--- src/rtl/core/spp_pkg.sv ---
package spp_pkg;

	// Hold buffer for values at or above the pivot
	localparam int unsigned BUFFER_DEPTH = 63;
	localparam int unsigned CNT_W        = $clog2(BUFFER_DEPTH + 1);
	localparam int unsigned IDX_W        = (BUFFER_DEPTH > 1) ? $clog2(BUFFER_DEPTH) : 1;

	localparam int unsigned DATA_W = 16;

	// Register port: register i lives at byte address 4*i
	localparam int unsigned PADDR_W     = 3;
	localparam int unsigned PDATA_W     = 32;
	localparam int unsigned REG_IDX_LSB = 2;
	localparam logic        REG_PIVOT   = 1'b0;

	// One classified element on its way from the front end to the back end
	typedef struct packed {
		logic signed [DATA_W-1:0] value;
		logic                     final_req;
		logic                     below;
	} cmd_t;

endpackage

--- src/rtl/core/stable_partition_stream.sv ---
// Stable partition of a stream of signed 16-bit values around a pivot.
//
// Input channel (valid, stall, value, final_req): one element per beat; the
// beat with final_req high closes the sequence. Result channel (res_valid,
// res_stall, value_res, last, overflow): all elements below the pivot in
// arrival order, then all the others in arrival order. last marks the final
// result of a sequence; overflow is set on that result when a large value
// had to be discarded because the 63-entry hold buffer was full.
// The pivot is written through the APB port at byte address 0 and is read
// back sign-extended; it should only be changed while the block is idle.
//
// Throughput is one element per cycle for every beat but the final one while
// no flush runs and the receiver does not stall. An accepted small value
// passes through the queue into the result register. The final beat starts
// a flush of the held values from the buffer memory at one result per cycle
// while the receiver does not stall, with the first entry read ahead into
// rd_data_q; input beats queue in a two-entry queue and then stall until done.
// When the receiver stalls, the result register holds its beat and the
// block stalls the input once the queue is full. Reset clears the pivot,
// the counters and all valid flags; the buffer contents need no clearing.
module stable_partition_stream (
	input  logic                              clk,
	input  logic                              arst_n,
	input  logic                              valid,
	output logic                              stall,
	input  logic signed [spp_pkg::DATA_W-1:0] value,
	input  logic                              final_req,
	output logic                              res_valid,
	input  logic                              res_stall,
	output logic signed [spp_pkg::DATA_W-1:0] value_res,
	output logic                              last,
	output logic                              overflow,
	input  logic                              psel,
	input  logic                              penable,
	input  logic                              pwrite,
	input  logic [spp_pkg::PADDR_W-1:0]       paddr,
	input  logic [spp_pkg::PDATA_W-1:0]       pwdata,
	output logic [spp_pkg::PDATA_W-1:0]       prdata,
	output logic                              pready
);

	// Front end to queue, and queue to back end.
	logic          q_full;
	logic          push;
	spp_pkg::cmd_t push_cmd;
	logic          pop;
	logic          q_valid;
	spp_pkg::cmd_t q_cmd;

	// The front end owns the pivot register and classifies each beat as it
	// is accepted, so a pivot write applies from the next element onwards.
	spp_front u_front (
		.clk       (clk),
		.arst_n    (arst_n),
		.valid     (valid),
		.stall     (stall),
		.value     (value),
		.final_req (final_req),
		.psel      (psel),
		.penable   (penable),
		.pwrite    (pwrite),
		.paddr     (paddr),
		.pwdata    (pwdata),
		.prdata    (prdata),
		.pready    (pready),
		.q_full    (q_full),
		.push      (push),
		.push_cmd  (push_cmd)
	);

	// The queue lets the front end keep taking beats while the back end
	// waits on the receiver.
	spp_queue u_queue (
		.clk       (clk),
		.arst_n    (arst_n),
		.push      (push),
		.push_cmd  (push_cmd),
		.full      (q_full),
		.pop       (pop),
		.pop_valid (q_valid),
		.pop_cmd   (q_cmd)
	);

	// The back end emits small values, fills the hold buffer and runs the
	// flush at the end of each sequence.
	spp_back u_back (
		.clk       (clk),
		.arst_n    (arst_n),
		.q_valid   (q_valid),
		.q_cmd     (q_cmd),
		.pop       (pop),
		.res_valid (res_valid),
		.res_stall (res_stall),
		.value_res (value_res),
		.last      (last),
		.overflow  (overflow)
	);

endmodule

--- src/rtl/core/spp_front.sv ---
module spp_front (
	input  logic                             clk,
	input  logic                             arst_n,
	input  logic                             valid,
	output logic                             stall,
	input  logic signed [spp_pkg::DATA_W-1:0] value,
	input  logic                             final_req,
	input  logic                             psel,
	input  logic                             penable,
	input  logic                             pwrite,
	input  logic [spp_pkg::PADDR_W-1:0]      paddr,
	input  logic [spp_pkg::PDATA_W-1:0]      pwdata,
	output logic [spp_pkg::PDATA_W-1:0]      prdata,
	output logic                             pready,
	input  logic                             q_full,
	output logic                             push,
	output spp_pkg::cmd_t                    push_cmd
);

	logic signed [spp_pkg::DATA_W-1:0] pivot_q;
	logic                              sel_pivot;

	assign sel_pivot = (paddr[spp_pkg::REG_IDX_LSB] == spp_pkg::REG_PIVOT);
	assign pready    = 1'b1;

	always_ff @(posedge clk or negedge arst_n) begin
		if (!arst_n) begin
			pivot_q <= '0;
		end else if (psel && penable && pwrite && pready && sel_pivot) begin
			pivot_q <= pwdata[spp_pkg::DATA_W-1:0];
		end
	end

	// Pivot reads back sign-extended to the bus width.
	always_comb begin
		prdata = '0;
		if (sel_pivot) begin
			prdata = {{(spp_pkg::PDATA_W - spp_pkg::DATA_W){pivot_q[spp_pkg::DATA_W-1]}}, pivot_q};
		end
	end

	assign stall = q_full;
	assign push  = valid && !q_full;

	always_comb begin
		push_cmd.value     = value;
		push_cmd.final_req = final_req;
		push_cmd.below     = (value < pivot_q);
	end

endmodule

--- src/rtl/core/spp_queue.sv ---
module spp_queue (
	input  logic          clk,
	input  logic          arst_n,
	input  logic          push,
	input  spp_pkg::cmd_t push_cmd,
	output logic          full,
	input  logic          pop,
	output logic          pop_valid,
	output spp_pkg::cmd_t pop_cmd
);

	spp_pkg::cmd_t ent_q [2];
	logic          wr_ptr_q;
	logic          rd_ptr_q;
	logic [1:0]    cnt_q;

	assign full      = (cnt_q == 2'd2);
	assign pop_valid = (cnt_q != 2'd0);
	assign pop_cmd   = ent_q[rd_ptr_q];

	always_ff @(posedge clk) begin
		if (push) begin
			ent_q[wr_ptr_q] <= push_cmd;
		end
	end

	always_ff @(posedge clk or negedge arst_n) begin
		if (!arst_n) begin
			wr_ptr_q <= 1'b0;
			rd_ptr_q <= 1'b0;
			cnt_q    <= 2'd0;
		end else begin
			if (push) begin
				wr_ptr_q <= !wr_ptr_q;
			end
			if (pop) begin
				rd_ptr_q <= !rd_ptr_q;
			end
			unique case ({push, pop})
				2'b10:   cnt_q <= cnt_q + 2'd1;
				2'b01:   cnt_q <= cnt_q - 2'd1;
				default: cnt_q <= cnt_q;
			endcase
		end
	end

endmodule

--- src/rtl/core/spp_back.sv ---
module spp_back (
	input  logic                              clk,
	input  logic                              arst_n,
	input  logic                              q_valid,
	input  spp_pkg::cmd_t                     q_cmd,
	output logic                              pop,
	output logic                              res_valid,
	input  logic                              res_stall,
	output logic signed [spp_pkg::DATA_W-1:0] value_res,
	output logic                              last,
	output logic                              overflow
);

	typedef enum logic [1:0] {
		ST_RUN   = 2'b01,
		ST_FLUSH = 2'b10
	} state_t;

	state_t                          st_q;
	logic [spp_pkg::CNT_W-1:0]       held_cnt_q;
	logic                            dropped_q;
	logic [spp_pkg::CNT_W-1:0]       fl_total_q;
	logic                            fl_ovf_q;
	logic [spp_pkg::CNT_W-1:0]       rd_ptr_q;
	logic                            rd_vld_q;
	logic                            rd_last_q;
	logic [spp_pkg::DATA_W-1:0]      rd_data_q;
	logic [spp_pkg::DATA_W-1:0]      mem_q [spp_pkg::BUFFER_DEPTH];

	logic                            res_valid_q;
	logic signed [spp_pkg::DATA_W-1:0] res_value_q;
	logic                            res_last_q;
	logic                            res_ovf_q;

	logic                            out_free;
	logic                            fits;
	logic                            store;
	logic                            drop;
	logic                            emit_small;
	logic                            small_last;
	logic                            fin;
	logic [spp_pkg::CNT_W-1:0]       next_cnt;
	logic                            next_drop;
	logic                            move;
	logic                            issue;
	logic [spp_pkg::CNT_W-1:0]       rd_ptr_nxt;

	assign out_free   = !res_valid_q || !res_stall;
	assign pop        = (st_q == ST_RUN) && q_valid && (!q_cmd.below || out_free);
	assign fits       = (held_cnt_q < spp_pkg::CNT_W'(spp_pkg::BUFFER_DEPTH));
	assign store      = pop && !q_cmd.below && fits;
	assign drop       = pop && !q_cmd.below && !fits;
	assign emit_small = pop && q_cmd.below;
	assign small_last = q_cmd.final_req && (held_cnt_q == '0);
	assign fin        = pop && q_cmd.final_req;
	assign next_cnt   = store ? (held_cnt_q + spp_pkg::CNT_W'(1)) : held_cnt_q;
	assign next_drop  = dropped_q || drop;

	// Flush: one prefetched entry sits in rd_data_q ahead of the output register.
	assign move       = rd_vld_q && out_free;
	assign issue      = (st_q == ST_FLUSH) && (rd_ptr_q != fl_total_q) && (!rd_vld_q || move);
	assign rd_ptr_nxt = rd_ptr_q + spp_pkg::CNT_W'(1);

	always_ff @(posedge clk) begin
		if (store) begin
			mem_q[held_cnt_q[spp_pkg::IDX_W-1:0]] <= q_cmd.value;
		end
		if (issue) begin
			rd_data_q <= mem_q[rd_ptr_q[spp_pkg::IDX_W-1:0]];
		end
	end

	always_ff @(posedge clk or negedge arst_n) begin
		if (!arst_n) begin
			st_q       <= ST_RUN;
			held_cnt_q <= '0;
			dropped_q  <= 1'b0;
			fl_total_q <= '0;
			fl_ovf_q   <= 1'b0;
			rd_ptr_q   <= '0;
			rd_vld_q   <= 1'b0;
			rd_last_q  <= 1'b0;
		end else begin
			unique case (st_q)
				ST_RUN: begin
					if (fin) begin
						held_cnt_q <= '0;
						dropped_q  <= 1'b0;
						if (next_cnt != '0) begin
							st_q       <= ST_FLUSH;
							fl_total_q <= next_cnt;
							fl_ovf_q   <= next_drop;
							rd_ptr_q   <= '0;
						end
					end else begin
						held_cnt_q <= next_cnt;
						dropped_q  <= next_drop;
					end
				end
				ST_FLUSH: begin
					if (issue) begin
						rd_ptr_q  <= rd_ptr_nxt;
						rd_vld_q  <= 1'b1;
						rd_last_q <= (rd_ptr_nxt == fl_total_q);
					end else if (move) begin
						rd_vld_q <= 1'b0;
					end
					if (move && rd_last_q) begin
						st_q <= ST_RUN;
					end
				end
				default: st_q <= ST_RUN;
			endcase
		end
	end

	always_ff @(posedge clk or negedge arst_n) begin
		if (!arst_n) begin
			res_valid_q <= 1'b0;
		end else if (emit_small || move) begin
			res_valid_q <= 1'b1;
		end else if (!res_stall) begin
			res_valid_q <= 1'b0;
		end
	end

	always_ff @(posedge clk) begin
		if (emit_small) begin
			res_value_q <= q_cmd.value;
			res_last_q  <= small_last;
			res_ovf_q   <= small_last && dropped_q;
		end else if (move) begin
			res_value_q <= rd_data_q;
			res_last_q  <= rd_last_q;
			res_ovf_q   <= rd_last_q && fl_ovf_q;
		end
	end

	assign res_valid = res_valid_q;
	assign value_res = res_value_q;
	assign last      = res_last_q;
	assign overflow  = res_ovf_q;

endmodule

--- config.mk ---
export PLATFORM = sky130hd
export DESIGN_NAME = stable_partition_stream
export DESIGN_NICKNAME = d
export VERILOG_FILES = /design/src/rtl/core/spp_pkg.sv /design/src/rtl/core/stable_partition_stream.sv /design/src/rtl/core/spp_front.sv /design/src/rtl/core/spp_queue.sv /design/src/rtl/core/spp_back.sv
export SDC_FILE = /design/constraint.sdc
export NUM_CORES = 1
export LEC_CHECK = 0
export BUFFER_PORTS_ARGS = -buffer_cell sky130_fd_sc_hd__buf_2
export CORE_MARGIN = 2
export CORE_UTILIZATION = 58
export DETAILED_ROUTE_END_ITERATION = 8
export PLACE_DENSITY = 0.71
export RECOVER_POWER = 25
export SKIP_CTS_REPAIR_TIMING = 1
export SLEW_MARGIN = 5
export SYNTH_ARGS = -nofsm -noshare
export SYNTH_HDL_FRONTEND = slang
export SYNTH_SLANG_ARGS = --single-unit
--- constraint.sdc ---
create_clock -name clk -period 4.79 [get_ports clk]
set_input_delay 0.958 -clock clk [delete_from_list [all_inputs] [get_ports clk]]
set_output_delay 0.958 -clock clk [all_outputs]
set_load 0.02 [all_outputs]
* Yosys cells after proc, flatten, opt, wreduce, memory -nomap -nowiden
Memories as Yosys holds them, arrays and structs flattened. A register that Yosys moved wholly into a read port is not among the register bits.
Cells that the tools add are included.
** Storage, ports and cells
- Flip-flop bits (word level) :: 63
- Bits in writable memories :: 1044
- Bits of input ports :: 59
- Word-level logic and storage cells :: 107
- Output and inout port bits :: 53
- Memories :: 2
** Operators by class
- Reductions and logical operators :: 43
- Equality and inequality tests :: 12
- $lt $le $gt $ge :: 2
- Mux-type cells :: 27
- $add $sub $neg :: 4
- Bitwise operators :: 1
** Memories
- u_back.mem_q :: words 63, bits a word 16, read ports 1, clocked after Yosys merged registers in 1, write ports 1, RTL line spp_back.sv:28 : logic [spp_pkg::DATA_W-1:0] mem_q [spp_pkg::BUFFER_DEPTH];
- u_queue.ent_q :: words 2, bits a word 18, read ports 1, clocked after Yosys merged registers in 0, write ports 1, RTL line spp_queue.sv:12 : spp_pkg::cmd_t ent_q [2];
** Operators by type and width (number)
- 16-bit 2-to-1 mux :: 2
- 32-bit 2-to-1 mux :: 1
- 6-bit 2-to-1 mux :: 5
- 1-bit logical AND :: 18
- 16-bit < comparator :: 1
- 1-bit 2-to-1 mux :: 13
- 6-bit by 1-bit adder with 6-bit output (second input constant) :: 2
- 6-bit case mux with 2 select lines :: 1
- 2-bit nonzero test :: 5
- 1-bit logical NOT :: 8
- 2-bit case mux with 2 select lines :: 2
- 2-bit == test (second input constant) :: 3
- 6-bit == test :: 1
- 6-bit logical NOT :: 1
- 6-bit < comparator (second input constant) :: 1
- 2-bit 2-to-1 mux :: 3
- 2-bit by 1-bit inequality test with 1-bit output (second input constant) :: 3
- 6-bit inequality test :: 1
- 3-bit AND reduction :: 2
- 6-bit nonzero test :: 1
- 1-bit logical OR :: 5
- 2-bit by 1-bit == test with 1-bit output (second input constant) :: 2
- 2-bit inequality test (second input constant) :: 2
- 2-bit AND reduction :: 2
- other kinds (4) :: 4

* Logic depth before layout (Yosys ltp)
- Depth after elaboration :: 11
- Depth in mapped cells :: 10
- Depth with buffers taken out :: 8

* Cells and area by module
From an unflattened synthesis, not the netlist that was laid out.
** Unflattened totals
- Cells, all modules :: 2157
- Area total of the unflattened synthesis :: 44258.7 sq um
** Modules (own cells, without submodules)
- spp_back :: sequential area each 31916.9 sq um, cells an instance 1943, times used 1, area an instance 41348.4 sq um
- spp_queue :: sequential area each 1181.1 sq um, cells an instance 72, times used 1, area an instance 1535.2 sq um
- spp_front :: sequential area each 400.4 sq um, cells an instance 142, times used 1, area an instance 1375.1 sq um

* Worst setup path before layout
Ideal clock, no wire load.
- Path type :: input-to-output
- Start point :: in paddr[2] in the netlist's numbering
- End point :: out prdata[16] in the netlist's numbering
- Stages :: 4
- Path buffers :: 3
- Arrival :: 2.387 ns
- Slack :: 1.445 ns
- Cell sequence :: clkbuf_1 clkbuf_1 nor2_1 buf_4
** Between the ends
- Cells in the longest elaborated chain, start to end :: 1
** RTL lines
- from (decl) :: RTL line stable_partition_stream.sv:36 : input logic [spp_pkg::PADDR_W-1:0] paddr,
- 32-bit 2-to-1 mux :: RTL line spp_front.sv:37 : if (sel_pivot) begin
- to (decl) :: RTL line stable_partition_stream.sv:38 : output logic [spp_pkg::PDATA_W-1:0] prdata,
Every way passes these cells.

* Worst setup path in the final report
- Start point :: reg u_queue.rd_ptr_q
- End point :: mem u_back.mem_q[45][4] in the netlist's numbering (enable)
** Between the ends
- Cells in the longest elaborated chain, start to end :: 8
** RTL lines
- from (decl) :: RTL line spp_queue.sv:14 : logic rd_ptr_q;
- from (signal assigned) :: RTL line spp_queue.sv:37 : rd_ptr_q <= !rd_ptr_q;
- memory 2 x 18 bit (*)
- 1-bit logical NOT (*) :: RTL line spp_back.sv:49, spp_back.sv:51
- 1-bit logical OR :: RTL line spp_back.sv:49 : assign pop = (st_q == ST_RUN) && q_valid && (!q_cmd.below || out_free);
- 1-bit logical AND :: RTL line spp_back.sv:49
- 1-bit logical AND (*) (2 in series) :: RTL line spp_back.sv:51 : assign store = pop && !q_cmd.below && fits;
- 1-bit 2-to-1 mux (*) :: RTL line spp_back.sv:65 : if (store) begin
- 1-bit 2-to-1 mux (implied by the code) (*) :: RTL line spp_back.sv:66 : mem_q[held_cnt_q[spp_pkg::IDX_W-1:0]] <= q_cmd.value;
- to (decl) :: RTL line spp_back.sv:28
Mark *: on every way between the ends. The rest lies on a longest branch, timed or not.

==> summary.txt <==
Hold path
  • Worst hold path startpoint: u_queue.cnt_q[1]$_DFFE_PN0P_
  • Hold/Removal Path Class: register to register

Setup path
  • Req. time, crit path: 5120 ps
  • WS Path Type: register to register
  • CP Capture Type: register
  • Worst Setup EP: u_back.mem_q[45][4]$_DFFE_PP_
  • CP max FO: 20
  • WP data arrival: 4270 ps
  • Reg2reg start: u_queue.rd_ptr_q$_DFFE_PN0P_
  • Crit path from: u_queue.rd_ptr_q$_DFFE_PN0P_
  • Startpoint types: register
  • RR Endpoint: u_back.mem_q[45][4]$_DFFE_PP_
  • R2R Setup Slk: 860 ps
  • FF-to-FF path depth: 7

Yosys
  • Synth Instances: 1,974
  • Ys Warns: 0
  • #FFs+latches synth: 1,123
  • Share of the yosys chip area belonging to registers: 76.4%
  • Async set-reset flop share out of synthesis: 4.01%
  • Avg Inst Size Synth: 22.2 µm²
  • Top_reg_cell synth: edfxtp_1
  • Synth area leaders: edfxtp_1 74%, mux4_2 16%, dfrtp_1 2.5%
  • Top-area cell type share of the netlist area: 73.9%
  • Synth area leader: edfxtp_1
  • Synth Cell Area: 43,800 µm²
  • Netlist cell types: 54
  • Post-synth EDFFs: 1,078
  • Synthesized Nets: 2,052

Outcome
  • Status: complete, but fails checks
  • Violated checks: capacitance limit, slew limit

Clocking
  • CTS tree: done
  • Clk sinks: 1,123
  • TritonCTS buffer count: 110
  • Clk_lat worst skew: 680 ps
  • Root Driver: clkbuf_16
  • Clk buf depth: 3
  • H-tree Lvls: 3
  • Clk slew on worst S/H paths: 60 ps

Power and ir drop
  • Worst vdd ir: 0.292 mV
  • Leakage power: 15.7 nW
  • PwrDens: 516 nW/µm²

Layout
  • Share of layout cells above drive strength 1: 30.7%
  • Area Overhead vs Synth: 12.5%
  • Antenna Cells: 0
  • Most common cell after layout, fill and taps aside: edfxtp_1
  • Layout Nets: 2,240
  • Final Util: 66.1%
  • Fin area: 49,300 µm²
  • Commonest cells after routing, fill and taps aside: 1,078 x edfxtp_1, 304 x mux4_2, 112 x clkbuf_16

Drt
  • 1st-iter DRT viols: 2,145
  • Via density: 6.38
  • Detailed-route DRC error count: 0
  • Routed vias: 20,570
  • Antenna viol nets, final: 0
  • Final wirelength: 95,500 µm
  • WL per Instance: 29.6 µm
  • Drt pass-1 iters: 5

Global route
  • First-pass GRT wire length: 140,000 µm
  • Gr ovfl total: 0
  • Initial antenna violation count: 3
  • Vias in the first global route: 21,046
  • Largest net degree at the start of global routing: 103
  • GRT Util Overall: 25.2%

STA
  • Final Hold Vio Count: 0
  • Final Cycle Share: 82.1%
  • RSZ-0062 raised after global routing: false
  • Least-Margin Pin Slew: 2740 ps
  • Fmax: 254 MHz
  • Setup_tns: 0 ps
  • Setup Viol. Count Final: 0
  • Period minus WS final: 3930 ps
  • Max-slew violation count: 111
  • Final setup skew: 22.6 ps
  • Max_slew headroom: -82.9%

Flow run
  • Max-cap viol count: 2

Die
  • Row cnt: 100
  • Initial Utilization: 58.8%
  • Die Area: 77,800 µm²
  • Die height: 279 µm
  • Boundary pin count: 112
  • Die W: 279 µm
  • CORE AREA: 74,600 µm²

Placed design
  • HPWL after DPL: 52,600 µm
  • GPL Wtd Cong: 0.929
  • Placed Area: 45,800 µm²
  • I/O Buffers: 92
[synthesized netlist by cell type, types with 4 or more instances]
library cell     n
mux2i_1         21
buf_6            5
a31oi_1          5
xor2_1          10
nor3_1          11
nand3b_1         4
nand2_1         45
a221o_1         17
buf_1           15
and2_1           7
a21o_1           6
ha_1            19
mux4_2         304
buf_4           22
o21ai_0         22
nor2_1          98
or3_1            6
nand2b_1         5
nand3_1         10
dfrtp_1         44
a21oi_1          4
buf_2           27
nor4_1           4
a22o_1          16
mux2_2          52
clkbuf_1        47
edfxtp_1      1078
xnor2_1         11
inv_1           25
[power by group]
group / total, mW / switching (mW) / internal, mW
combinational: 4.40 / 2.90 / 1.50
sequential: 12.6 / 0.237 / 12.4
clock: 8.41 / 3.56 / 4.86
[critical path, stage by stage (launching register included)]
cell and delay, ps:
dfrtp_1 320, clkbuf_1 820, mux2_1 520, or3_1 420, nor2_1 370, nand3_1 490, nor2_1 270, buf_4 350
[logic make-up (layout without fill, tap and decap cells)]
kind of cell / Yosys count / after routing / share of synthesized area, %
mux: 378 / 378 / 17.5
other cells: 1 / 1 / 0.00856
fa+ha+maj: 19 / 19 / 0.542
flops: 1123 / 1123 / 76.4
buf+inv: 142 / 422 / 1.57
compound gates: 86 / 86 / 1.51
xor+xnor: 21 / 21 / 0.420
simple gates: 204 / 204 / 2.07
[flip-flops by register name (all words and copies together) (netlist names), 2 cells and up]
name	flops
u_back.mem_q	1008
u_queue.ent_q	36
u_back.rd_data_q	16
u_back.value_res	16
u_front.pivot_q	16
u_back.fl_total_q	6
u_back.held_cnt_q	6
u_back.rd_ptr_q	6
u_back.st_q	2
u_queue.cnt_q	2
[worst min path at each step]
stage	slack, ps	depth (start not counted)	end
finish	500	1	u_queue.cnt_q[1]$_DFFE_PN0P_
detailed placement	490	1	u_front.pivot_q[13]$_DFFE_PN0P_
CTS	450	1	u_queue.ent_q[1][1]$_DFFE_PP_
floorplan	460	1	u_queue.wr_ptr_q$_DFFE_PN0P_
global placement	480	1	u_queue.wr_ptr_q$_DFFE_PN0P_
global route	500	1	u_queue.ent_q[1][1]$_DFFE_PP_
[per-stage QoR]
stage / worst slack (ps) / total power, mW / instances / hold WS [ps]
2_1_floorplan: 1440 / 15.6 / 1974 / 461
3_3_place_gp: 1410 / 17.0 / 3019 / 478
3_5_place_dp: 1400 / 17.2 / 3019 / 494
4_1_cts: 1370 / 25.6 / 3223 / 453
5_1_grt: 691 / 26.3 / 3223 / 499
6_report: 858 / 25.4 / 3223 / 501
[layout make-up]
cell class,count,area (µm²)
Timing Repair Buffer,192,1280
Fill cell,4746,25300
Tap cell,969,1210
Multi-Input combinational cell,709,9660
Sequential cell,1123,33500
Inverter,26,100
Clock buffer,127,2860
Clock inverter,77,672
[per-layer routing]
| metal | GRT usage [%] | vias to the layer above | part of all wire, % |
|---|---|---|---|
| met2 | 41.1 | 852 | 50 |
| met1 | 35.5 | 10933 | 40 |
| li1 | - | 8614 | - |
| met4 | 7.91 | 2 | 2.9 |
| met3 | 4.19 | 169 | 7.6 |
| met5 | 0 | - | 0.014 |
Power figures use the tool's default switching activity.
